**src/rtl/dfs_adjacency_matrix_core_defines.svh**
```systemverilog
// ----------------------------------------------------------------------------
// Assertion macros for the depth-first search core.
// Each macro checks an implication on the core clock, disabled during reset.
// ----------------------------------------------------------------------------
`ifndef DFS_ADJACENCY_MATRIX_CORE_DEFINES_SVH
`define DFS_ADJACENCY_MATRIX_CORE_DEFINES_SVH

// Same-cycle implication.
`define DFSAM_ASSERT_NOW(label, ante, cons) \
    label: assert property (@(posedge clk) disable iff (!rst_n) (ante) |-> (cons)) \
        else $error("dfs core check failed");

// Next-cycle implication.
`define DFSAM_ASSERT_NEXT(label, ante, cons) \
    label: assert property (@(posedge clk) disable iff (!rst_n) (ante) |=> (cons)) \
        else $error("dfs core check failed");

`endif

```
**src/rtl/dfsam_pkg.sv**
```systemverilog
// ----------------------------------------------------------------------------
// dfsam_pkg
// Shared types and constants of the depth-first search core.
// ----------------------------------------------------------------------------
`default_nettype none

package dfsam_pkg;

    localparam int NODE_COUNT  = 64;
    localparam int NODE_W      = 6;
    localparam int DEPTH_W     = 7;
    localparam int GROUP_SIZE  = 8;
    localparam int GROUP_OFS_W = 3;

    localparam logic CMD_LOAD  = 1'b0;
    localparam logic CMD_START = 1'b1;

    typedef struct packed {
        logic              cmd;
        logic [NODE_W-1:0] row_node;
        logic [NODE_W-1:0] col_node;
        logic              edge_bit;
        logic [NODE_W-1:0] start_node;
    } dfsam_req_t;

    typedef struct packed {
        logic [NODE_W-1:0]  node_id;
        logic [NODE_W-1:0]  parent_id;
        logic               has_parent;
        logic [DEPTH_W-1:0] max_path_nodes;
        logic               last;
    } dfsam_visit_t;

    // One stack frame: the node and the next neighbor index to examine.
    typedef struct packed {
        logic [NODE_W-1:0]  node;
        logic [DEPTH_W-1:0] next;
    } dfsam_frame_t;

    typedef struct packed {
        logic                   hit;
        logic [GROUP_OFS_W-1:0] offset;
    } dfsam_scan_t;

endpackage

`default_nettype wire

```
**src/rtl/dfsam_scan_unit.sv**
```systemverilog
// ----------------------------------------------------------------------------
// dfsam_scan_unit
// Finds the lowest unvisited neighbor at or above start_ofs in one group of adjacency bits.
// ----------------------------------------------------------------------------
`default_nettype none

module dfsam_scan_unit
    import dfsam_pkg::*;
(
    input  wire logic [GROUP_SIZE-1:0]  adj_bits,
    input  wire logic [GROUP_SIZE-1:0]  visited_bits,
    input  wire logic [GROUP_OFS_W-1:0] start_ofs,
    output dfsam_scan_t                 result
);

    logic [GROUP_SIZE-1:0] cand;

    always_comb
    begin
        cand   = adj_bits & ~visited_bits & ({GROUP_SIZE{1'b1}} << start_ofs);
        result = '0;
        // Walk from the top down so the lowest candidate wins.
        for (int i = GROUP_SIZE - 1; i >= 0; i--)
        begin
            if (cand[i])
            begin
                result.hit    = 1'b1;
                result.offset = GROUP_OFS_W'(i);
            end
        end
    end

endmodule

`default_nettype wire

```
**config.mk**
```make
export PLATFORM = sky130hd
export DESIGN_NAME = dfsam_scan_unit
export DESIGN_NICKNAME = d
export VERILOG_FILES = /design/src/rtl/dfs_adjacency_matrix_core_defines.svh /design/src/rtl/dfsam_pkg.sv /design/src/rtl/dfsam_scan_unit.sv
export SDC_FILE = /design/constraint.sdc
export NUM_CORES = 1
export LEC_CHECK = 0
export ABC_AREA = 1
export BUFFER_PORTS_ARGS = -buffer_cell sky130_fd_sc_hd__buf_2
export CAP_MARGIN = 20
export CORE_AREA = 2 2 39 41
export DETAILED_ROUTE_END_ITERATION = 10
export DIE_AREA = 0 0 41 43
export SLEW_MARGIN = 5
export SYNTH_ARGS = -nofsm -noshare
export SYNTH_HDL_FRONTEND = slang
export SYNTH_SLANG_ARGS = --single-unit
```
**constraint.sdc**
```tcl
create_clock -name vclk -period 1.35
set_clock_uncertainty 0.2 [all_clocks]
set_input_delay 0 -clock vclk [all_inputs]
set_output_delay 0 -clock vclk [all_outputs]
set_load 0.01 [all_outputs]
```
==> impl_metrics.env <==
export IMPL_outcome="finished, final reports clean"
export IMPL_die_area_um2=1763
export IMPL_startpoint_type="input pin"
export IMPL_synth_cell_types=13
export IMPL_fin_crit_sh_pct=73.32
export IMPL_diodes=0
export IMPL_firstDrtPassIters=4
export IMPL_die_w_um=41
export IMPL_setup_ws_ps=360.2
export IMPL_pre_cts_ws_ps=348.2
export IMPL_drive_gt1_share_pct=42.86
export IMPL_port_buffers=23
export IMPL_holdPathStages=5
export IMPL_critPathCaptureType="primary output"
export IMPL_ir_drop_mv=0.07812
export IMPL_grt_pass1_wl_um=897
export IMPL_use_met3_pct=0
export IMPL_whs_endpoint="result[0]"
export IMPL_rsz0062_at_grt="no"
export IMPL_clock_buffers=0
export IMPL_dr_total_vias=303
export IMPL_hold_buffers=0
export IMPL_busiest_layer="met2"
export IMPL_avgRoutedWirePerCell_um=7.203
export IMPL_syn_to_final_growth_pct=73.47
export IMPL_io_pins=23
export IMPL_rows=14
export IMPL_slew_viol_final=0
export IMPL_cts_resized=0
export IMPL_syn_area_per_cell_um2=4.598
export IMPL_mappedNetlistArea_um2=183.9
export IMPL_cp_data_arrival_time_ps=790
export IMPL_postCtsSetupRepairBufs=0
export IMPL_slew_headroom_pct=84.60
export IMPL_grt_usage_pct=6.593
export IMPL_start_util_pct=13.29
export IMPL_finalSetupViolations=0
export IMPL_fin_area_um2=319.1
export IMPL_grt_pass1_vias=258
export IMPL_maxCapViolCount=0
export IMPL_placed_cell_area_um2=319.1
export IMPL_crit_type="input pin to primary output"
export IMPL_synthesis_instances=40
export IMPL_grtUsageMet2_pct=12.81
export IMPL_seqCellArea_um2=0
export IMPL_fin_crit_ps=989.8
export IMPL_yosysWarningCount=0
export IMPL_seq_area_frac_synth_pct=0
export IMPL_tightest_slew_ps=228.6
export IMPL_grt_max_degree=6
export IMPL_worst_ep_required_time_ps=1150
export IMPL_hold_ws_ps=162.7
export IMPL_wl_um=569
export IMPL_fmax_mhz=1010
export IMPL_drtAntennaViolNets=0
export IMPL_cp_max_fo=5
export IMPL_seq_cells=0
export IMPL_timing_setup_tns_ps=0
export IMPL_synth_fp_nets=59
export IMPL_route_detailed_drc=0
export IMPL_final_common_cell="buf_2"
export IMPL_gp_congestion=0.6698
export IMPL_drtIter0Drc=4
export IMPL_grtUsageMet1_pct=7.911
export IMPL_dp_hpwl_um=545.7
export IMPL_die_h_um=43
export IMPL_p_per_area_nw_per_um2=314.4
export IMPL_finalNetCount=84
export IMPL_core_um2=1384
export IMPL_hp_class="input pin to primary output"
export IMPL_grt_remaining_overflow=0
export IMPL_p_leak_uw=0.0002079
export IMPL_via_per_inst=3.835
export IMPL_layout_common_cells="buf_2, nand2_1, nor2_1"
export IMPL_hold_viol_final=0
export IMPL_hold_start="visited_bits[1]"
export IMPL_antenna_found_initial=0
-- routing by layer --
metal / part of all wire, % / routed length, um
met5: 0 / 0
met4: 0 / 0
met3: 9.5 / 54
met2: 45 / 258
met1: 45 / 256
-- synthesized netlist by cell type --
| library cell | number | area share (%) |
|---|---|---|
| a21oi_1 | 1 | 2.7 |
| a21oi_2 | 1 | 4.8 |
| a31oi_1 | 1 | 3.4 |
| inv_1 | 6 | 12 |
| inv_2 | 1 | 2.0 |
| nand2_1 | 13 | 27 |
| nand3_1 | 3 | 8.2 |
| nand3b_1 | 2 | 8.2 |
| nor2_1 | 8 | 16 |
| nor3_1 | 1 | 2.7 |
| nor3_2 | 1 | 5.4 |
| o21ai_0 | 1 | 2.7 |
| o21ai_2 | 1 | 4.8 |
-- cell families (layout without fill, tap and decap cells) --
group	Yosys count	in the layout	share of synthesized area, %
AO/OA/AOI/OAI	5	5	18.37
buffers and inverters	7	30	14.28
AND/OR/NAND/NOR	28	28	67.34
-- metrics by stage --
stage                     utilization [%]  total power (uW)  instances
after CTS                           23.06             102.0         79
after global routing                23.06             115.0         79
after floorplan                         -             52.31         40
after detailed placement            23.06             101.7         79
after global placement              23.06             100.9         79
final                               23.06             100.3         79
-- worst max-delay path: stages --
cell and delay (ps):
buf_2 130, nand3_1 80, nand2_1 80, nand2_1 60, nand2_1 50, nand2_1 40
nand2_1 50, nand2_1 60, a21oi_2 110, buf_2 130
-- area by class of cell --
class	count	area [um2]
fill	166	1065
multi-input combinational	33	157.7
timing repair buffer	23	115.1
inverter	7	26.28
tap	16	20.02
-- worst max-delay path by stage --
stage	start	end	slack, ps
3_5_place_dp	start_ofs[2]	result[3]	350
4_1_cts	start_ofs[2]	result[3]	350
2_1_floorplan	adj_bits[6]	result[1]	590
3_3_place_gp	start_ofs[2]	result[3]	360
6_report	start_ofs[2]	result[0]	360
5_1_grt	start_ofs[1]	result[0]	200
-- power breakdown --
part / internal, uW / switching (uW)
logic: 48.9 / 51.4
clock network: 0 / 0
registers: 0 / 0
total: 48.9 / 51.4
Power figures use the tool's default switching activity.
